[src/rtl/lcwd_ram.sv]
`timescale 1ns / 1ps
// generic single-port-write ram with registered read
module lcwd_ram #(
   parameter int WIDTH = 8,
   parameter int DEPTH = 256
) (
   input  logic                     clock,
   input  logic                     wr_en,
   input  logic [$clog2(DEPTH)-1:0] wr_addr,
   input  logic [WIDTH-1:0]         wr_data,
   input  logic                     rd_en,
   input  logic [$clog2(DEPTH)-1:0] rd_addr,
   output logic [WIDTH-1:0]         rd_data
);

   logic [WIDTH-1:0] mem_ff [DEPTH];
   logic [WIDTH-1:0] rd_data_ff;

   always_ff @(posedge clock) begin
      if (wr_en) begin
         mem_ff[wr_addr] <= wr_data;
      end
      if (rd_en) begin
         rd_data_ff <= mem_ff[rd_addr];
      end
   end

   assign rd_data = rd_data_ff;

endmodule

[config.mk]
export PLATFORM = sky130hd
export DESIGN_NAME = lcwd_ram
export DESIGN_NICKNAME = d
export VERILOG_FILES = /design/src/rtl/lcwd_ram.sv
export SDC_FILE = /design/constraint.sdc
export NUM_CORES = 2
export LEC_CHECK = 0
export BUFFER_PORTS_ARGS = -buffer_cell sky130_fd_sc_hd__buf_4
export CORE_AREA = 2 2 450 452
export CTS_CLUSTER_DIAMETER = 40
export DETAILED_ROUTE_END_ITERATION = 12
export DIE_AREA = 0 0 452 454
export GPL_TIMING_DRIVEN = 0
export MAX_ROUTING_LAYER = met4
export PLACE_DENSITY = 0.55
export SLEW_MARGIN = 0
export SYNTH_ARGS = -nofsm -noshare
export SYNTH_HDL_FRONTEND = slang
export SYNTH_SLANG_ARGS = --single-unit
[constraint.sdc]
create_clock -name clock -period 2.64 [get_ports clock]
set_clock_uncertainty 0.05 [all_clocks]
set_input_delay 0.264 -clock clock [delete_from_list [all_inputs] [get_ports clock]]
set_output_delay 0.264 -clock clock [all_outputs]
set_load 0.02 [all_outputs]
Word-level counts from Yosys, hierarchy flattened
Memories as Yosys holds them, arrays and structs flattened. A register that Yosys moved wholly into a read port is not among the register bits. Index checks and enable logic that the tools add are counted.

Mux-type cells: 2.

Operator list (number): $mux 1 (2).

Input port bits: 27. Word-level logic and storage cells: 3. Memories kept: 1. Bits in writable memories: 2048. Bits in registers: 0. Output and inout port bits: 8.

Memories: mem_ff (depth 256, width 8, rd ports 1, clocked after memory_dff 1, write ports 1, line 16) `logic [WIDTH-1:0] mem_ff [DEPTH];`.

Logic depth before layout (Yosys ltp)
Word-level depth: 2. Mapped depth: 11. Gate-level depth less buffers: 6.

Least setup slack after synthesis
OpenSTA, ideal clock, no wires.

Kind: input to register. From: input port rd_addr[0]. To: register rd_data_ff[2] (netlist: rd_data[2]), read port of mem_ff (data pin). Library setup time: 0.269 ns. Required time: 2.321 ns. Stages: 9. Arrival time: 2.071 ns. Setup slack: 0.250 ns. Path buffers: 4. Path through: buf_6 -> buf_12 -> buf_8 -> buf_2 -> mux4_2 -> a22oi_1 -> a21oi_1 -> nor4_1 -> nor4_2.

RTL lines: start, declared (line 12) `input logic [$clog2(DEPTH)-1:0] rd_addr,`; end, declared (line 17) `logic [WIDTH-1:0] rd_data_ff;`.

==> metrics.csv <==
metric,value,unit
total core area,0.201,mm2
clock share of power,49.1,%
Post-Synthesis Cells,3733,
layout cells sized above 1,32.1,%
Reg area,0.0617,mm2
CP Launch Type,input port,
CP Capture Type,flop,
largest net degree at the start of global routing,146,
Simple-Gate Fraction of Synth Area,2.63,%
Initial Util,39.6,%
Fillers,16510,
synth top area cells,"edfxtp_1, mux4_2, mux2i_1",
number of port buffers,27,
main combinational cell family by area after synthesis,multiplexers,
Syn Area/Cell,21.3,um2
crit-path max FO,10,
"Clk Latency, worst-skew pair",0.93,ns
area occupied by multi-input gates,0.0178,mm2
warning count from the yosys run,0,
Final Util,47.3,%
net switching fraction of the power,22.5,%
Die X,452,um
"Top FF cell, synth",edfxtp_1,
vias in the first global route,41252,
Max VDD drop,0.625,mV
relative slew slack,9.28,%
fin crit period,2.87,ns
Synth Area in Adders,0,%
failing checks,setup timing,
status,"complete, but fails checks",
Hold Path Class,in -> reg,
die area,0.205,mm2
CTS H-tree lvls,5,
async set-reset flop share out of synthesis,0,%
CP arrival,3.42,ns
RSZ-0062 raised after global routing,yes,
maxcap violations,0,
multiplexer area fraction after synthesis,14.6,%
# clock sinks,2056,
Final ANT Viol Nets,0,
Synth Area in Compound Gates,3.42,%
grt total ovfl,0,
Die Ht,454,um
Root Driver,clkbuf_16,
sw power,0.0178,W
first-pass GRT wire length,345,mm
total CTS buffers,301,
sequential share of the synthesized area,77.5,%
post-synth cell types,54,
Final Max Slew Viols,0,
Routed WL,254,mm
# nets final,4113,
Avg Vias per Cell,6.03,
"Hold Vio Cnt, Final",0,
post-synthesis xor/xnor area fraction,0,%
clock tree buffer depth,4,
Syn Nets,3760,
number of synthesized flops with an enable pin,2056,
DR vias,42076,
Leakage,29.4,nW
TritonCTS clock tree,built,
final setup margin,-0.230,ns
Netlist Area Pre-Place,0.0796,mm2
Final setup viols,124,
hpwl dp,167,mm
num ports,35,
top cell type's share of synthesized area,77.5,%
all-layer global routing usage,25.4,%
combinational share of power,5.3,%
Reg power frac,45.6,%
Least-Margin Pin Slew,1.36,ns
Routability Congestion,0.945,
fmax,0.348,GHz
Tcrit/Tclk final,109,%
Initial DRT Pass Iterations,6,
drt drc,0,
Clock transition at path regs,0.06,ns
DRT iter0 DRCs,6200,
initial antenna violation count,22,
Critical Path RT,3.19,ns
Rows,165,
power density over cell area,832,mW/mm2
routed length per placed instance,36.5,um
Int Pwr,0.0613,W
critical path class,in -> reg,
Layout area overhead,19.3,%
Synth area leader,edfxtp_1,
total power,0.0791,W
#FFs+latches synth,2056,
==> final timing paths <==
check | from | endpoint | slack [ns] | depth (start not counted)
max | rd_addr[3] | rd_data[6] | -0.23 | 8
min reg2reg | mem_ff[40][3] | rd_data[3] | 1.09 | 6
max reg2reg | mem_ff[83][6] | rd_data[6] | -0.19 | 6
min | wr_addr[4] | mem_ff[114][1] | 0.19 | 3
==> registers in the layout, indices dropped and copies added (netlist names) <==
| name | cells |
|---|---|
| mem_ff | 2048 |
| rd_data | 8 |
==> through the flow <==
stage	hold WS [ns]	instances	setup WS (ns)	setup TNS, ns	instance area, um2
after detailed placement	0.596	6446	-2.87	-1467.32	83600
after floorplan	0.313	3733	0.250	0	79600
after global routing	0.162	6970	-0.175	-1.14	95000
final	0.188	6974	-0.230	-8.56	95000
after global placement	0.595	6432	-3.39	-2376.08	83200
after CTS	0.0758	6969	-0.108	-0.925	94500
==> placed cells by master (no fill, tap or decap), types with 58 or more instances in the layout <==
| master | n |
|---|---|
| edfxtp_1 | 2056 |
| clkbuf_1 | 78 |
| mux2i_1 | 134 |
| a22oi_1 | 133 |
| mux4_2 | 454 |
| a21oi_1 | 85 |
| nor2_2 | 114 |
| clkbuf_16 | 307 |
| buf_4 | 58 |
| nor2_1 | 123 |
==> area by class of cell <==
class / instances / area share [%]
Timing Repair Buffer: 52 / 0.769
Antenna cell: 6 / 0.0158
Clock buffer: 341 / 8.22
Multi-Input combinational cell: 1442 / 18.8
Clock inverter: 172 / 1.90
Buffer: 231 / 1.81
Tap cell: 2672 / 3.52
Sequential cell: 2056 / 65.0
Inverter: 2 / 0.0119
==> what timing repair did <==
action,4_1_cts,5_1_grt
endpoints found under the setup margin,721,793
hold buffers,9,0
setup buffers,2,0
pin swaps,20,12
gates resized for setup,341,138
endpoints found under the hold margin,656,0
==> cell usage after synthesis (all sizes together), types with 2 or more instances <==
cell,count
edfxtp,2056
nand2,33
mux2i,134
o211ai,10
nand3,34
a22o,8
o221ai,47
nand2b,8
and2,6
o22ai,28
nor2b,31
mux4,456
nor3,22
nand3b,2
a221oi,14
nor4,27
a22oi,133
a21oi,96
a211oi,16
nor2,282
nand4,10
o32ai,5
a2111oi,5
or2,4
buf,122
a311oi,2
a31oi,2
and3b,2
o21ai,12
clkbuf,111
o22a,5
==> cell families (layout without fill, tap and decap cells) <==
kind of cell	count (synthesis)	after routing
other	0	6
and+or+nand+nor	466	466
DFF	2056	2056
muxes	591	591
buffers and inverters	235	798
AOI/OAI and AO/OA	385	385
==> metal layers <==
| metal | track usage, % | part of all wire (%) | up-vias |
|---|---|---|---|
| li1 | - | - | 16522 |
| met1 | 33.7 | 40 | 22652 |
| met2 | 38.4 | 47 | 2363 |
| met3 | 5.90 | 9.4 | 539 |
| met4 | 9.57 | 4.3 | 0 |
| met5 | - | 0 | - |
==> critical path: stages <==
cell      delay [ns]
buf_4           0.15
clkbuf_2        0.54
or2_2           0.27
buf_1           0.52
clkbuf_2        0.63
a21oi_1         0.29
nor4_4          0.57
nor4_4          0.13
==> power groups by stage <==
| stage | clock (W) | combinational, W | sequential, W |
|---|---|---|---|
| 3_5_place_dp | 0 | 0.00388 | 0.0367 |
| 2_1_floorplan | 0 | 0.00175 | 0.0367 |
| 5_1_grt | 0.0405 | 0.00428 | 0.0360 |
| 4_1_cts | 0.0391 | 0.00411 | 0.0361 |
| 6_report | 0.0388 | 0.00419 | 0.0361 |
| 3_3_place_gp | 0 | 0.00376 | 0.0368 |
(Power assumes the default switching activity.)
