### config.mk
export PLATFORM = sky130hd
export DESIGN_NAME = lcwd_out_queue_flat
export DESIGN_NICKNAME = d
export VERILOG_FILES = /design/src/rtl/lcwd_pkg.sv /design/src/rtl/lcwd_rsp_if.sv /design/src/rtl/lcwd_out_queue.sv /design/src/flat_wrapper.sv
export SDC_FILE = /design/constraint.sdc
export NUM_CORES = 1
export LEC_CHECK = 0
export BUFFER_PORTS_ARGS = -buffer_cell sky130_fd_sc_hd__buf_2
export CAP_MARGIN = 10
export CORE_ASPECT_RATIO = 1.2
export CORE_MARGIN = 2
export CORE_UTILIZATION = 45
export DETAILED_ROUTE_END_ITERATION = 8
export GPL_ROUTABILITY_DRIVEN = 0
export HOLD_SLACK_MARGIN = 0.1
export PLACE_DENSITY = 0.81
export SLEW_MARGIN = 25
export SYNTH_ARGS = -nofsm -noshare
export SYNTH_HDL_FRONTEND = slang
export SYNTH_SLANG_ARGS = --single-unit
### constraint.sdc
create_clock -name clock -period 3.95 [get_ports clock]
set_input_delay 0.1975 -clock clock [delete_from_list [all_inputs] [get_ports clock]]
set_output_delay 0.1975 -clock clock [all_outputs]
set_load 0.05 [all_outputs]
### src/rtl/lcwd_pkg.sv
`timescale 1ns / 1ps
// shared types and constants of the lcw decompressor
package lcwd_pkg;

   localparam int LCWD_HISTORY_DEPTH = 65536;

   localparam logic [1:0] FUNC_START = 2'd0;
   localparam logic [1:0] FUNC_BYTE  = 2'd1;
   localparam logic [1:0] FUNC_TICK  = 2'd2;

   localparam logic [7:0] CMD_END      = 8'h80;
   localparam logic [7:0] CMD_FILL     = 8'hFE;
   localparam logic [7:0] CMD_ABS_LONG = 8'hFF;

   localparam logic [16:0] OUT_LENGTH_RESET = 17'h10000;

   typedef enum logic [3:0] {
      PH_DONE     = 4'd0,
      PH_CMD      = 4'd1,
      PH_REL_LO   = 4'd2,
      PH_FILL_SZ0 = 4'd3,
      PH_FILL_SZ1 = 4'd4,
      PH_FILL_VAL = 4'd5,
      PH_ABS_SZ0  = 4'd6,
      PH_ABS_SZ1  = 4'd7,
      PH_ABS_OF0  = 4'd8,
      PH_ABS_OF1  = 4'd9,
      PH_LITERAL  = 4'd10,
      PH_RUN      = 4'd11
   } lcwd_phase_type;

   typedef enum logic [1:0] {
      OP_REL  = 2'd0,
      OP_ABS  = 2'd1,
      OP_FILL = 2'd2
   } lcwd_op_type;

   // one decoded step handed from the parser to the history stage
   typedef struct packed {
      logic        res;
      logic        use_mem;
      logic [7:0]  val;
      logic [15:0] pos;
      logic        kind;
      logic        last;
   } lcwd_issue_type;

   typedef struct packed {
      logic [7:0]  out_byte;
      logic [15:0] out_pos;
      logic        kind;
      logic        is_last;
   } lcwd_rsp_type;

endpackage

### src/rtl/lcwd_rsp_if.sv
`timescale 1ns / 1ps
// response channel of the lcw decompressor
interface lcwd_rsp_if;
   logic        valid;
   logic        ready;
   logic [7:0]  out_byte;
   logic [15:0] out_pos;
   logic        kind;
   logic        is_last;

   modport source (output valid, output out_byte, output out_pos, output kind,
                   output is_last, input ready);
   modport sink (input valid, input out_byte, input out_pos, input kind,
                 input is_last, output ready);
endinterface

### src/rtl/lcwd_out_queue.sv
`timescale 1ns / 1ps
// two-entry response queue driving the response channel
module lcwd_out_queue (
   input  logic                   clock,
   input  logic                   reset,
   input  logic                   push,
   input  lcwd_pkg::lcwd_rsp_type push_data,
   output logic                   full,
   lcwd_rsp_if.source             rsp_if
);
   import lcwd_pkg::*;

   lcwd_rsp_type entry_ff [2];
   lcwd_rsp_type head;
   logic         wr_ptr_ff, wr_ptr_in;
   logic         rd_ptr_ff, rd_ptr_in;
   logic [1:0]   count_ff, count_in;
   logic         pop;

   assign pop  = rsp_if.valid && rsp_if.ready;
   assign full = (count_ff == 2'd2);
   assign head = entry_ff[rd_ptr_ff];

   assign rsp_if.valid    = (count_ff != 2'd0);
   assign rsp_if.out_byte = head.out_byte;
   assign rsp_if.out_pos  = head.out_pos;
   assign rsp_if.kind     = head.kind;
   assign rsp_if.is_last  = head.is_last;

   always_comb begin
      wr_ptr_in = push ? ~wr_ptr_ff : wr_ptr_ff;
      rd_ptr_in = pop ? ~rd_ptr_ff : rd_ptr_ff;
      count_in  = count_ff + {1'b0, push} - {1'b0, pop};
   end

   always_ff @(posedge clock) begin
      if (reset) begin
         wr_ptr_ff <= 1'b0;
         rd_ptr_ff <= 1'b0;
         count_ff  <= 2'd0;
      end else begin
         wr_ptr_ff <= wr_ptr_in;
         rd_ptr_ff <= rd_ptr_in;
         count_ff  <= count_in;
      end
   end

   always_ff @(posedge clock) begin
      if (push) begin
         entry_ff[wr_ptr_ff] <= push_data;
      end
   end

endmodule

### src/flat_wrapper.sv
// flat-port wrapper written by rule: the top's interface ports become plain ports
module lcwd_out_queue_flat import lcwd_pkg::*;
  (clock, reset, push, push_data, full, rsp_if_valid, rsp_if_out_byte, rsp_if_out_pos, rsp_if_kind, rsp_if_is_last, rsp_if_ready);
  lcwd_rsp_if rsp_if_i ();
  input  logic clock;
  input  logic reset;
  input  logic push;
  input  lcwd_pkg::lcwd_rsp_type push_data;
  output logic full;
  output wire logic [$bits(rsp_if_i.valid)-1:0] rsp_if_valid;
  output wire logic [$bits(rsp_if_i.out_byte)-1:0] rsp_if_out_byte;
  output wire logic [$bits(rsp_if_i.out_pos)-1:0] rsp_if_out_pos;
  output wire logic [$bits(rsp_if_i.kind)-1:0] rsp_if_kind;
  output wire logic [$bits(rsp_if_i.is_last)-1:0] rsp_if_is_last;
  input wire logic [$bits(rsp_if_i.ready)-1:0] rsp_if_ready;
  assign rsp_if_valid = rsp_if_i.valid;
  assign rsp_if_out_byte = rsp_if_i.out_byte;
  assign rsp_if_out_pos = rsp_if_i.out_pos;
  assign rsp_if_kind = rsp_if_i.kind;
  assign rsp_if_is_last = rsp_if_i.is_last;
  assign rsp_if_i.ready = rsp_if_ready;
  lcwd_out_queue u_core (.clock(clock), .reset(reset), .push(push), .push_data(push_data), .full(full), .rsp_if(rsp_if_i));
endmodule
# --- Word level (Yosys, flattened, before mapping) ---
# Memories as Yosys holds them, arrays and structs flattened. A register that Yosys moved wholly into a read port is not among the register bits.
# Cells that the tools add are included.
word_totals:
  word_cells: 15
  rom_bits: 0
  ff_bits: 4
  out_inout_bits: 28
  in_bits: 30
  mem_bits_rw: 52
  latch_bits: 0
  mem_count: 1
classes:
  mul: 0
  n_reduce_logical: 2
  add_sub_neg: 2
  eq_ne: 1
  n_shift: 0
  muxes: 4
  order_cmp: 0
  n_div: 0
  n_bitwise: 2
memory_table:
  columns: ["memory", "words", "word_bits", "rd", "rd_ports_with_merged_regs", "write_ports", "line", "rtl"]
  rows:
  - ["u_core.entry_ff", 2, 26, 1, 1, 1, "lcwd_out_queue.sv:13", "lcwd_rsp_type entry_ff [2];"]
ops:
  columns: ["op", "n"]
  rows:
  - ["1-bit two-way mux", 4]
  - ["2-bit by 1-bit adder with 2-bit output", 1]
  - ["2-bit == test (second input constant)", 1]
  - ["1-bit NOT", 2]
  - ["2-bit nonzero test", 1]
  - ["2-bit by 1-bit subtractor with 2-bit output", 1]
  - ["1-bit logical AND", 1]

# --- Depth between registers and ports, before layout ---
logic_depth:
  ltp_word: 4
  mapped_depth: 6
  mapped_depth_nobuf: 6

# --- Worst setup path after synthesis ---
# Ideal clock, no wire load.
synth_path:
  path_type: "register -> register"
  from: "reg u_core.wr_ptr_ff"
  to: "mem u_core.entry_ff[0][0] (netlist bit) (enable)"
  arrival_time_ns: 1.504
  stages_incl_launch_ff: 2
  setup_slack_ns: 2.034
  path_buffers: 0
  path_cell_list: "dfxtp_1 nor2b_1"
synth_lines:
  columns: ["item", "line", "rtl"]
  rows:
  - ["start, declared", "lcwd_out_queue.sv:15", "logic wr_ptr_ff, wr_ptr_in;"]
  - ["start signal, assigned", "lcwd_out_queue.sv:42", "wr_ptr_ff <= wr_ptr_in;"]
  - ["end, declared", "lcwd_out_queue.sv:13", null]
# No word-level cell before the write port.

==> out/summary.txt <==
SETUP PATH
------------------------------------------------------------------------------------------
Arrival time worst endpoint .................................................      1670 ps
Kind of launch point of the worst setup path ................................         flop
Required time of the critical path ..........................................      3750 ps
Category of the critical setup timing path .................................. flop to output port
Number of cells traversed by the worst register-to-register path ............            6
Worst setup slack for register-to-register paths ............................      2490 ps
Endpoint of the lowest-slack register-to-register path ...................... u_core.count_ff[1]
R2R Path Start .............................................................. u_core.count_ff[1]
Capturing element type of the critical path .................................  output port
Maximum fanout count along the critical path ................................           26

HOLD PATH
------------------------------------------------------------------------------------------
Type of the worst min-delay path ............................................ input pin to flop
Cells on Worst Hold Path ....................................................            3
Hold_sp .....................................................................         push
Hold path endpoint .......................................................... u_core.wr_ptr_ff

SYNTHESIS
------------------------------------------------------------------------------------------
Summed instance area of the synthesized netlist .............................  0.00213 mm²
Count of mapped cells out of synthesis ......................................          104
Number of enable flip-flop cells after synthesis ............................           52
Number of different library cells in the post-synthesis netlist .............           14
Seq cells post-synth ........................................................           57
Most area-hungry cell type in the Yosys netlist ............................. sky130_fd_sc_hd__edfxtp_1
Top flip-flop cell by instance count after synthesis ........................ sky130_fd_sc_hd__edfxtp_1
Synth Warn # ................................................................            0
Most frequently used cell type in the post-synthesis netlist ................ sky130_fd_sc_hd__edfxtp_1
Leading post-synthesis cells by cell area ................................... sky130_fd_sc_hd__edfxtp_1, sky130_fd_sc_hd__mux2_2, sky130_fd_sc_hd__dfxtp_1
Synth Area per Inst .........................................................     20.5 µm²
Proportion of synthesized chip area in sequential cells .....................        77.8%
Top-area cell type share of the netlist area ................................        73.2%
Number of nets produced by synthesis ........................................          136
Async SR Flop Fraction ......................................................           0%
Post-synth top cells ........................................................ sky130_fd_sc_hd__edfxtp_1, sky130_fd_sc_hd__mux2_2, sky130_fd_sc_hd__dfxtp_1, sky130_fd_sc_hd__nor2b_1

DETAILED ROUTING
------------------------------------------------------------------------------------------
Total length of routed wires ................................................      3.74 mm
Violation count after the first detailed-route iteration ....................           49
Vias per inst ...............................................................         4.68
Number of nets with antenna violations after detailed routing ...............            0
Via count ...................................................................         1216
Detailed-routing iteration count for the pre-antenna-repair pass ............            4
Remaining design rule violation count .......................................            0
Wire length per cell ........................................................      14.4 µm

POWER
------------------------------------------------------------------------------------------
Switching Share .............................................................        33.2%
Internal power consumption ..................................................      1.19 mW
Pwr dens ....................................................................   613 mW/mm²
Final Total Pwr .............................................................      1.79 mW
Peak supply drop ............................................................   0.000376 V
Net switching power .........................................................       595 µW
Clock network fraction of total power .......................................        27.3%
Share of power burned in registers ..........................................        42.7%
Combinational cell fraction of total power ..................................        30.0%
Static Leakage ..............................................................      1.14 nW

TIMING
------------------------------------------------------------------------------------------
Number of setup violations in the final report ..............................            0
Timing-limited maximum frequency ............................................    0.534 GHz
Worst setup slack after layout ..............................................      2080 ps
Setup TNS ...................................................................         0 ps
Max-slew headroom ...........................................................        59.2%
Transition at the pin with the smallest max-transition slack ................       611 ps
Crit share post-route .......................................................        47.4%
Period minus WS final .......................................................      1870 ps
Final Skew ..................................................................      3.68 ps
Final-report max-slew violation count .......................................            0
Final-report hold violation count ...........................................            0
Unrepaired setup endpoints after global routing .............................        false
Post-Route Hold Slack .......................................................       179 ps

CELLS AND AREA
------------------------------------------------------------------------------------------
Antenna diodes ..............................................................            0
Post-layout util ............................................................        63.6%
Post-layout nets ............................................................          229
Area growth from synthesis to layout ........................................        36.8%
Share of post-route cells with drive strength above 1 .......................        50.5%

GLOBAL ROUTE
------------------------------------------------------------------------------------------
GRT overflow ................................................................            0
Via count of the first global-routing pass ..................................         1298
First-pass GRT wire length ..................................................      5.71 mm
Aggregate global-route resource usage .......................................        15.8%
Initial antenna violation count .............................................            0
Pin count of the biggest net entering global routing ........................           27

FLOORPLANNING
------------------------------------------------------------------------------------------
Floorplan Core Area .........................................................  0.00459 mm²
Number of core rows .........................................................           27
DIE AREA ....................................................................  0.00531 mm²
Top Ports ...................................................................           58
Die height ..................................................................      79.4 µm
Horiz. Die Dim ..............................................................      66.9 µm
Effective utilization at floorplan ..........................................        46.5%

PLACEMENT
------------------------------------------------------------------------------------------
Total half-perimeter wirelength after legalization and detailed placement ...      2.31 mm
DP Worst Slack ..............................................................      2380 ps
Quantity of I/O buffers inserted on ports ...................................           57

RUN STATUS
------------------------------------------------------------------------------------------
Status ...................................................................... finished, final reports clean

CLOCK TREE
------------------------------------------------------------------------------------------
Buffers from clock root to sink, at most ....................................            2
CTS root buf ................................................................ sky130_fd_sc_hd__clkbuf_8
Total number of clock tree sinks ............................................           57
Clock edge transition at the registers on the reported setup and hold paths .        60 ps
Count of buffers added by post-CTS timing repair for setup ..................            0
Clock buffers created by TritonCTS ..........................................            9
Insertion delay of the later-clocked pin in the worst-skew pair .............       330 ps
Hold buffer count at CTS ....................................................           27
H-tree levels ...............................................................            3
TritonCTS clock tree ........................................................        built
Count of cells resized by post-cts repair ...................................            0

JOB
------------------------------------------------------------------------------------------
Number of max-cap violations ................................................            0

==> how the worst max path moves through the flow <==
stage | start | endpoint | cells after the start
2_1_floorplan | u_core.wr_ptr_ff | u_core.entry_ff[0][0] | 1
3_3_place_gp | flop | rsp_if_out_byte[0] | 2
3_5_place_dp | flop | rsp_if_is_last | 2
4_1_cts | flop | rsp_if_is_last | 2
5_1_grt | flop | rsp_if_out_byte[0] | 2
6_report | flop | rsp_if_out_pos[11] | 2
==> cell type report <==
cell class | instances | area (µm²)
fillers | 356 | 1670
multi-input cells | 42 | 435
clock buffers | 12 | 135
inverters | 2 | 7.51
well taps | 58 | 72.6
repair buffers | 85 | 563
flip-flops and latches | 57 | 1660
clock inverters | 4 | 43.8
==> cells by family (layout without fill, tap and decap cells) <==
family	after synthesis	count (layout)	synth area share [%]
adder cells (fa/ha/maj)	2	2	1.17
multiplexers	28	28	14.9
AO/OA/AOI/OAI	1	1	0.352
AND/OR/NAND/NOR	9	9	2.29
XOR/XNOR	2	2	1.47
flip-flops	57	57	77.8
buffers and inverters	5	103	1.93
==> worst max-delay path, cell delays in order (launching register included) <==
cell	delay, ps
sky130_fd_sc_hd__dfxtp_2	720
sky130_fd_sc_hd__mux2_2	410
sky130_fd_sc_hd__buf_2	210
==> registers in the layout, indices dropped and copies added, names as in the netlist, named ones only <==
| register | count |
|---|---|
| u_core.entry_ff | 52 |
| u_core.wr_ptr_ff | 1 |
| u_core.count_ff | 2 |
| u_core.rd_ptr_ff | 1 |
==> per-layer routing <==
layer,track usage [%],vias to the layer above,wire [µm]
li1,-,583,-
met1,14.3,588,1360
met2,28.9,38,2100
met3,5.92,7,200
met4,9.18,0,79
met5,0,-,0
==> cell usage in the layout (no fill, tap or decap), drive strengths merged <==
| cell | count |
|---|---|
| xnor2 | 1 |
| xnor3 | 1 |
| and2 | 1 |
| clkbuf | 12 |
| edfxtp | 52 |
| buf | 58 |
| or2 | 1 |
| clkinv | 3 |
| mux2 | 28 |
| ha | 2 |
| inv | 2 |
| nor2 | 3 |
| dfxtp | 5 |
| dlygate4sd3 | 27 |
| nor2b | 4 |
| bufinv | 1 |
| o21a | 1 |
==> per-stage QoR <==
stage                     cell area (µm²)  std cells
after floorplan                      2130        104
after global placement               2470        217
after detailed placement             2470        217
after CTS                            2920        260
after global routing                 2920        260
final                                2920        260
==> power groups by stage <==
| stage | sequential (mW) | clock (mW) | combinational (mW) |
|---|---|---|---|
| floorplan | 0.741 | 0 | 0.459 |
| global placement | 0.772 | 0 | 0.509 |
| detailed placement | 0.779 | 0 | 0.519 |
| CTS | 0.766 | 0.498 | 0.542 |
| global route | 0.773 | 0.527 | 0.568 |
| finish | 0.764 | 0.488 | 0.537 |
Note: power is estimated with default switching activity, not from simulation.
