==> src/rtl/lcwd_pkg.sv <==
`timescale 1ns / 1ps
// shared types and constants of the lcw decompressor
package lcwd_pkg;

   localparam int LCWD_HISTORY_DEPTH = 65536;

   localparam logic [1:0] FUNC_START = 2'd0;
   localparam logic [1:0] FUNC_BYTE  = 2'd1;
   localparam logic [1:0] FUNC_TICK  = 2'd2;

   localparam logic [7:0] CMD_END      = 8'h80;
   localparam logic [7:0] CMD_FILL     = 8'hFE;
   localparam logic [7:0] CMD_ABS_LONG = 8'hFF;

   localparam logic [16:0] OUT_LENGTH_RESET = 17'h10000;

   typedef enum logic [3:0] {
      PH_DONE     = 4'd0,
      PH_CMD      = 4'd1,
      PH_REL_LO   = 4'd2,
      PH_FILL_SZ0 = 4'd3,
      PH_FILL_SZ1 = 4'd4,
      PH_FILL_VAL = 4'd5,
      PH_ABS_SZ0  = 4'd6,
      PH_ABS_SZ1  = 4'd7,
      PH_ABS_OF0  = 4'd8,
      PH_ABS_OF1  = 4'd9,
      PH_LITERAL  = 4'd10,
      PH_RUN      = 4'd11
   } lcwd_phase_type;

   typedef enum logic [1:0] {
      OP_REL  = 2'd0,
      OP_ABS  = 2'd1,
      OP_FILL = 2'd2
   } lcwd_op_type;

   // one decoded step handed from the parser to the history stage
   typedef struct packed {
      logic        res;
      logic        use_mem;
      logic [7:0]  val;
      logic [15:0] pos;
      logic        kind;
      logic        last;
   } lcwd_issue_type;

   typedef struct packed {
      logic [7:0]  out_byte;
      logic [15:0] out_pos;
      logic        kind;
      logic        is_last;
   } lcwd_rsp_type;

endpackage

==> src/rtl/lcwd_parser.sv <==
`timescale 1ns / 1ps
// command parser: frame state, run counters and history read address
module lcwd_parser #(
   parameter int HISTORY_DEPTH = lcwd_pkg::LCWD_HISTORY_DEPTH
) (
   input  logic                             clock,
   input  logic                             reset,
   input  logic                             accept,
   input  logic [1:0]                       func,
   input  logic [7:0]                       in_byte,
   input  logic                             csr_wr_en,
   input  logic [16:0]                      csr_wr_data,
   output lcwd_pkg::lcwd_issue_type         issue,
   output logic [$clog2(HISTORY_DEPTH)-1:0] rd_addr
);
   import lcwd_pkg::*;

   localparam int AW = $clog2(HISTORY_DEPTH);
   localparam logic [16:0] DEPTH_W = 17'(HISTORY_DEPTH);

   lcwd_phase_type phase_ff, phase_in;
   lcwd_op_type    op_ff, op_in;
   logic [15:0]    rem_ff, rem_in;
   logic [15:0]    src_ff, src_in;
   logic [11:0]    back_ff, back_in;
   logic [7:0]     fill_ff, fill_in;
   logic [16:0]    wp_ff, wp_in;
   logic [16:0]    frame_len_ff, frame_len_in;
   logic [16:0]    out_length_ff;

   logic [16:0]    len_clamped;
   logic [16:0]    rel_addr;
   logic           rel_ok;
   logic           abs_ok;
   logic [11:0]    back_new;
   logic [15:0]    rem_dec;
   logic           do_emit;
   logic [7:0]     emit_val;
   logic           use_mem;
   logic [16:0]    rd_addr_full;

   function automatic logic [15:0] clamp_run(input logic [16:0] size,
                                             input logic [16:0] frame_len,
                                             input logic [16:0] wr_pos);
      logic [16:0] left;
      left = frame_len - wr_pos;
      return (size < left) ? size[15:0] : left[15:0];
   endfunction

   assign len_clamped = (out_length_ff > DEPTH_W) ? DEPTH_W : out_length_ff;
   assign rel_addr    = wp_ff - {5'b0, back_ff};
   assign rel_ok      = (back_ff != 12'd0) && ({5'b0, back_ff} <= wp_ff);
   assign abs_ok      = ({1'b0, src_ff} < wp_ff) && ({1'b0, src_ff} < DEPTH_W);
   assign back_new    = back_ff | {4'h0, in_byte};
   assign rem_dec     = rem_ff - 16'd1;
   assign rd_addr     = rd_addr_full[AW-1:0];

   always_ff @(posedge clock) begin
      if (reset) begin
         out_length_ff <= OUT_LENGTH_RESET;
      end else if (csr_wr_en) begin
         out_length_ff <= csr_wr_data;
      end
   end

   always_ff @(posedge clock) begin
      if (reset) begin
         phase_ff     <= PH_DONE;
         op_ff        <= OP_REL;
         rem_ff       <= '0;
         src_ff       <= '0;
         back_ff      <= '0;
         fill_ff      <= '0;
         wp_ff        <= '0;
         frame_len_ff <= '0;
      end else begin
         phase_ff     <= phase_in;
         op_ff        <= op_in;
         rem_ff       <= rem_in;
         src_ff       <= src_in;
         back_ff      <= back_in;
         fill_ff      <= fill_in;
         wp_ff        <= wp_in;
         frame_len_ff <= frame_len_in;
      end
   end

   always_comb begin
      phase_in     = phase_ff;
      op_in        = op_ff;
      rem_in       = rem_ff;
      src_in       = src_ff;
      back_in      = back_ff;
      fill_in      = fill_ff;
      wp_in        = wp_ff;
      frame_len_in = frame_len_ff;
      issue        = '0;
      do_emit      = 1'b0;
      emit_val     = 8'h00;
      use_mem      = 1'b0;
      rd_addr_full = '0;

      if (accept) begin
         case (func)
            FUNC_START: begin
               frame_len_in = len_clamped;
               wp_in        = '0;
               rem_in       = '0;
               op_in        = OP_REL;
               src_in       = '0;
               back_in      = '0;
               fill_in      = '0;
               phase_in     = (len_clamped == 17'd0) ? PH_DONE : PH_CMD;
            end
            FUNC_BYTE: begin
               case (phase_ff)
                  PH_CMD: begin
                     if (in_byte == CMD_END) begin
                        issue.res  = 1'b1;
                        issue.kind = 1'b1;
                        issue.last = 1'b1;
                        issue.pos  = wp_ff[15:0];
                        phase_in   = PH_DONE;
                     end else if (!in_byte[7]) begin
                        rem_in   = clamp_run({14'b0, in_byte[6:4]} + 17'd3,
                                             frame_len_ff, wp_ff);
                        back_in  = {in_byte[3:0], 8'h00};
                        phase_in = PH_REL_LO;
                     end else if (in_byte == CMD_FILL) begin
                        phase_in = PH_FILL_SZ0;
                     end else if (in_byte == CMD_ABS_LONG) begin
                        phase_in = PH_ABS_SZ0;
                     end else if (in_byte[6]) begin
                        rem_in   = clamp_run({11'b0, in_byte[5:0]} + 17'd3,
                                             frame_len_ff, wp_ff);
                        phase_in = PH_ABS_OF0;
                     end else begin
                        rem_in   = clamp_run({11'b0, in_byte[5:0]}, frame_len_ff, wp_ff);
                        phase_in = (in_byte[5:0] == 6'd0 || wp_ff == frame_len_ff)
                                   ? PH_CMD : PH_LITERAL;
                     end
                  end
                  PH_REL_LO: begin
                     back_in = back_new;
                     op_in   = OP_REL;
                     if ({5'b0, back_new} > wp_ff) begin
                        rem_in   = '0;
                        phase_in = PH_CMD;
                     end else begin
                        phase_in = (rem_ff == 16'd0) ? PH_CMD : PH_RUN;
                     end
                  end
                  PH_FILL_SZ0: begin
                     rem_in   = {8'h00, in_byte};
                     phase_in = PH_FILL_SZ1;
                  end
                  PH_FILL_SZ1: begin
                     rem_in   = clamp_run({1'b0, in_byte, rem_ff[7:0]}, frame_len_ff, wp_ff);
                     phase_in = PH_FILL_VAL;
                  end
                  PH_FILL_VAL: begin
                     fill_in  = in_byte;
                     op_in    = OP_FILL;
                     phase_in = (rem_ff == 16'd0) ? PH_CMD : PH_RUN;
                  end
                  PH_ABS_SZ0: begin
                     rem_in   = {8'h00, in_byte};
                     phase_in = PH_ABS_SZ1;
                  end
                  PH_ABS_SZ1: begin
                     rem_in   = clamp_run({1'b0, in_byte, rem_ff[7:0]}, frame_len_ff, wp_ff);
                     phase_in = PH_ABS_OF0;
                  end
                  PH_ABS_OF0: begin
                     src_in   = {8'h00, in_byte};
                     phase_in = PH_ABS_OF1;
                  end
                  PH_ABS_OF1: begin
                     src_in   = {in_byte, src_ff[7:0]};
                     op_in    = OP_ABS;
                     phase_in = (rem_ff == 16'd0) ? PH_CMD : PH_RUN;
                  end
                  PH_LITERAL: begin
                     rem_in   = rem_dec;
                     phase_in = (rem_dec == 16'd0) ? PH_CMD : PH_LITERAL;
                     do_emit  = 1'b1;
                     emit_val = in_byte;
                  end
                  default: begin
                  end
               endcase
            end
            FUNC_TICK: begin
               if (phase_ff == PH_RUN && rem_ff != 16'd0) begin
                  rem_in   = rem_dec;
                  phase_in = (rem_dec == 16'd0) ? PH_CMD : PH_RUN;
                  do_emit  = 1'b1;
                  case (op_ff)
                     OP_FILL: begin
                        emit_val = fill_ff;
                     end
                     OP_ABS: begin
                        if (abs_ok) begin
                           use_mem      = 1'b1;
                           rd_addr_full = {1'b0, src_ff};
                        end
                        src_in = src_ff + 16'd1;
                     end
                     OP_REL: begin
                        // distance zero or before frame start reads as zero
                        if (rel_ok) begin
                           use_mem      = 1'b1;
                           rd_addr_full = rel_addr;
                        end
                     end
                     default: begin
                     end
                  endcase
               end
            end
            default: begin
            end
         endcase
      end

      if (do_emit) begin
         issue.res     = 1'b1;
         issue.use_mem = use_mem;
         issue.val     = emit_val;
         issue.pos     = wp_ff[15:0];
         wp_in         = wp_ff + 17'd1;
         issue.last    = (wp_in >= frame_len_ff);
         if (issue.last) begin
            phase_in = PH_DONE;
         end
      end
   end

endmodule

==> config.mk <==
export PLATFORM = sky130hd
export DESIGN_NAME = lcwd_parser
export DESIGN_NICKNAME = d
export VERILOG_FILES = /design/src/rtl/lcwd_pkg.sv /design/src/rtl/lcwd_parser.sv
export SDC_FILE = /design/constraint.sdc
export NUM_CORES = 1
export LEC_CHECK = 0
export BUFFER_PORTS_ARGS = -buffer_cell sky130_fd_sc_hd__buf_4
export CAP_MARGIN = 20
export CELL_PAD_IN_SITES_DETAIL_PLACEMENT = 1
export CELL_PAD_IN_SITES_GLOBAL_PLACEMENT = 1
export CORE_ASPECT_RATIO = 1.1
export CORE_MARGIN = 2
export CORE_UTILIZATION = 40
export CTS_CLUSTER_DIAMETER = 200
export DETAILED_ROUTE_END_ITERATION = 8
export PLACE_DENSITY_LB_ADDON = 0.3
export SYNTH_ARGS = -nofsm -noshare
export SYNTH_HDL_FRONTEND = slang
export SYNTH_SLANG_ARGS = --single-unit
export TNS_END_PERCENT = 1
==> constraint.sdc <==
create_clock -name clock -period 6.74 [get_ports clock]
set_clock_uncertainty 0.05 [all_clocks]
set_input_delay 0.674 -clock clock [delete_from_list [all_inputs] [get_ports clock]]
set_output_delay 0.674 -clock clock [all_outputs]
set_load 0.02 [all_outputs]
; ---- Word-level counts from Yosys, hierarchy flattened
; Index checks and enable logic that the tools add are counted.
[totals]
reg_bits = 109
in_bits = 31
output_inout_bits = 44
[classes]
addsub = 7
n_lt_le_gt_ge = 9
n_eq_ne = 34
mux = 77
n_bitwise = 1
reduce_logical = 27
[ops]
columns = cell, n
row1 = $mux 16, 18
row2 = $pmux 16 s3, 2
row3 = $pmux 16 s5, 1
row4 = $mux 18, 4
row5 = $mux 17, 4
row6 = $pmux 16 s2, 2
row7 = $mux 4, 14
row8 = $pmux 12 s2, 2
row9 = $mux 8, 5
row10 = $pmux 4 s9, 1
row11 = $lt 16x17->1, 2
row12 = $logic_not 16->1, 2
row13 = $pmux 8 s2, 2
row14 = $mux 26, 1
row15 = $eq 8x8->1 const B, 3
row16 = $mux 12, 2
row17 = $add 17x1->17 const B, 1
row18 = $eq 17x17->1, 1
row19 = $ge 17x17->1, 1
row20 = $gt 12x17->1, 1
row21 = $gt 17x17->1 const B, 1
row22 = $le 12x17->1, 1
row23 = $logic_not 17->1, 1
row24 = $lt 4x17->1, 1
row25 = other kinds (43), 82

; ---- Longest topological paths before layout
[depth]
ltp_word = 13
mapped_depth = 23
mapped_depth_nobuf = 21

; ---- Worst setup path after synthesis
; OpenSTA, ideal clock, no wires.
[synth_timing]
path_kind = reg-to-reg
startpoint = register wp_ff[9]
endpoint = register rem_ff[8]
arrival_ps = 4525
required_ps = 6616
path_slack_ps = 2090
stages_incl_launch_ff = 22
n_path_buf = 3
cell_sequence = dfxtp_1 -> inv_1 -> ha_1 -> clkbuf_1 -> a21oi_1 -> o211ai_1 -> a21oi_1 -> nor2_1 -> or4b_1 -> ha_1 -> nand3_1 -> nor2_1 -> and3_1 -> and3_1 -> a2111oi_0 -> a21o_1 -> buf_2 -> buf_1 -> nor2_1 -> a21oi_1 -> nand4_1 -> a31oi_1
[synth_via]
elab_chain_len = 10
word_cells_on_any_way = 19
[synth_lines]
columns = item, line_no
row1 = from (decl), lcwd_parser.sv:27  ; logic [16:0] wp_ff, wp_in;
row2 = from (signal assigned), lcwd_parser.sv:83  ; wp_ff <= wp_in;
row3 = $sub 17x17->17, lcwd_parser.sv:46  ; left = frame_len - wr_pos;
row4 = $lt 6x17->1 / $lt 7x17->1 (equally long branches), lcwd_parser.sv:47  ; return (size < left) ? size[15:0] : left[15:0];
row5 = $mux 16, lcwd_parser.sv:47
row6 = $mux 16, lcwd_parser.sv:133  ; end else if (in_byte[6]) begin
row7 = $mux 16, lcwd_parser.sv:131  ; end else if (in_byte == CMD_ABS_LONG) begin
row8 = $mux 16, lcwd_parser.sv:129  ; end else if (in_byte == CMD_FILL) begin
row9 = $mux 16, lcwd_parser.sv:124  ; end else if (!in_byte[7]) begin
row10 = $mux 16, lcwd_parser.sv:118  ; if (in_byte == CMD_END) begin
row11 = $pmux 16 s5, lcwd_parser.sv:116  ; case (phase_ff)
row12 = $pmux 16 s3, lcwd_parser.sv:104  ; case (func)
row13 = to (signal assigned), lcwd_parser.sv:79  ; rem_ff <= rem_in;
row14 = to (decl), lcwd_parser.sv:23  ; logic [15:0] rem_ff, rem_in;
; Several ways; a longest one is shown, not always the timed one. The select of a mux whose other input is x is not followed.
; A chain may end at the register's enable or synchronous reset.

; ---- Worst setup path after layout
[layout_timing]
startpoint = register wp_ff[0]
endpoint = register rem_ff[2]
; The elaborated chain is that of the path after synthesis.

==> out/qor.yml <==
status:
  status: "finished clean"
placed_design:
  gp_congestion: 0.9281
  post-place-cells: 1832
  hpwl_um: 30970
  portBuffers: 74
cts:
  cts_sinks: 109
  cts_tree: "yes"
  clockBufferDepth: 2
  cts_setup_buffers: 0
  htreeDepth: 3
  postCtsHoldBufs: 0
  insertion_delay_ns: 0.38
  post_cts_resized: 0
  clockRootBuffer: "clkbuf_16"
  clk_pin_slew_ns: 0.09
  numCtsBuffers: 9
sta:
  max_freq_mhz: 177.9
  holdWs_ns: 0.4518
  hold_viol_final: 0
  max_slew_margin_pct: 28.67
  post-route-period-util_pct: 83.39
  finalCriticalPeriod_ns: 5.620
  tightest_slew_ns: 1.070
  rsz0062_at_grt: "no"
  setup_viol: 0
  setup_tns_ns: 0
  drv_slew: 0
yosys:
  synthFlopType: "dfxtp_1"
  synth_seq_area_share_pct: 20.13
  ys_async_sr_fraction_pct: 0
  synth_nets: 1629
  synth_area_um2: 10840
  yosysTopAreaCellShare_pct: 20.13
  ys.warnings.count: 0
  syn_avg_cell_area_um2: 7.365
  ys_types: 86
  syn_inst: 1472
  yosys-top-cells-area: "dfxtp_1 (20%), ha_1 (14%), nor2_1 (6.2%), a21oi_1 (5.7%), nand2_1 (4.1%)"
  synth_edf_count: 0
  synth_largest_area_cell: "dfxtp_1"
  synth-seq-cells: 109
die:
  die_h_um: 176.7
  ioPinCount: 75
  std_cell_rows: 63
  start_util_pct: 40.45
  fp.dieW_um: 161.0
  design.core.area_um2: 26800
  fp.dieArea_um2: 28440
power_and_ir_drop:
  leakage_nw: 4.831
  power_density_nw_per_um2: 143.5
  peakVddDrop_mv: 0.1290
detailed_routing:
  ant_nets: 0
  vias_per_cell: 6.104
  initialDrtViolationCount: 858
  drcViolationCount: 0
  wl_per_cell_um: 22.02
  firstDrtPassIters: 6
  routed_wl_um: 40780
  vias: 11305
grt:
  antenna_found_initial: 0
  grt_pass1_vias: 11474
  grt_max_degree: 84
  overflow: 0
  grt_pass1_wl_um: 63940
  grt_use_total_pct: 28.45
worst_setup_path:
  crit_start: "wp_ff[0]"
  path_class: "flip-flop to flip-flop"
  required_ns: 6.97
  cp-start-kind: "flip-flop"
  cp_max_fo: 22
  regToRegSetupSlack_ns: 1.12
  reg2regPathDepth: 19
  r2r_end: "rem_ff[2]"
  arrival_ns: 5.85
  r2r-start: "wp_ff[0]"
  worstSetupEndpointType: "flip-flop"
hold_path:
  hold_start: "rem_ff[9]"
  holdPathEnd: "rem_ff[9]"
  hold_path.class: "flip-flop to flip-flop"
  hold_path_depth: 2
run:
  max_cap_viol_count: 0
layout:
  area_growth_syn_to_layout_pct: 9.810
  final_layout_size_suffix_gt1_share_pct: 8.501
  nNetsFinal: 1646
  final-instance-count-excl-fill: 1852
  final_cell_mix: "nor2_1 (180), a21oi_1 (124), ha_1 (124)"
  final_common_cell: "nor2_1"
-- synth_stat cells (25+ instances only) --
| master | instances |
|---|---|
| nor2_1 | 180 |
| a21oi_1 | 124 |
| ha_1 | 124 |
| nand2_1 | 119 |
| dfxtp_1 | 109 |
| inv_1 | 84 |
| nand3_1 | 65 |
| clkbuf_1 | 62 |
| a22oi_1 | 50 |
| o21ai_0 | 49 |
| xnor2_1 | 39 |
| mux2i_1 | 31 |
| xor2_1 | 29 |
| nor3_1 | 28 |
| a21o_1 | 27 |
| and2_1 | 25 |
-- final cells by class --
cell class / count / area (um2)
multi-input combinational: 1198 / 8016
inverter: 85 / 319.1
fill: 3397 / 14900
tap: 357 / 446.7
antenna: 1 / 2.502
clock inverter: 6 / 56.30
sequential: 109 / 2182
clock buffer: 10 / 239.0
timing repair buffer: 86 / 643.1
-- state kept, by name, summed over array words and instances, names as in the netlist --
register and count:
back_ff 12, fill_ff 8, frame_len_ff 17, op_ff 2, out_length_ff 17, phase_ff 4, rem_ff 16, src_ff 16
wp_ff 17
-- per-layer routing --
metal	GRT usage (%)	part of all wire, %	up-vias
li1	-	-	5348
met1	35.09	43	5536
met2	48.87	47	315
met3	5.459	5.7	106
met4	11.38	3.8	0
met5	0	0	-
-- worst max-delay path: stages (launching register included) --
cell       delay, ns
dfxtp_1         0.59
ha_1            0.25
inv_1           0.06
fa_1            0.40
a21o_1          0.21
a221oi_4        0.43
o21ai_0         0.17
xor2_1          0.30
inv_1           0.08
ha_1            0.30
a2111oi_0       0.38
o21ai_0         0.15
a21oi_1         0.24
nor3_1          0.08
a2111oi_0       0.41
a21o_1          0.64
a21boi_4        0.25
o2bb2ai_1       0.22
a31o_1          0.19
o31a_1          0.10
-- through the flow --
step	setup WS (ns)	utilization, %	total power [W]	instance area [um2]
floorplan	2.090	-	0.001017	10840
global placement	1.457	43.24	0.001137	11590
detailed placement	1.242	43.24	0.001147	11590
CTS	1.191	44.34	0.001706	11880
global route	0.6584	44.41	0.001780	11900
finish	1.120	44.42	0.001709	11910
-- where the power goes --
group          switching (W)  internal, W
clock               0.000296     0.000269
combinational       0.000288     0.000178
sequential         0.0000215     0.000656
total               0.000606      0.00110
-- logic make-up (layout without fill, tap and decap cells) --
kind of cell               Yosys count  in the layout  share of synthesized area (%)
adders and majority gates          126            126                          14.68
other                                0              1                              0
buffers and inverters              165            187                          5.932
DFF                                109            109                          20.13
AOI/OAI and AO/OA                  404            404                          24.67
muxes                               33             33                          3.070
xor gates and xnor gates            68             68                          5.493
and+or+nand+nor                    567            567                          26.02
-- worst max-delay path by stage --
| stage | endpoint |
|---|---|
| after floorplan | rem_ff[8] |
| after global placement | rem_ff[3] |
| after detailed placement | rem_ff[2] |
| after CTS | rem_ff[2] |
| after global routing | rem_ff[2] |
| final | rem_ff[2] |
Power figures use the tool's default switching activity.
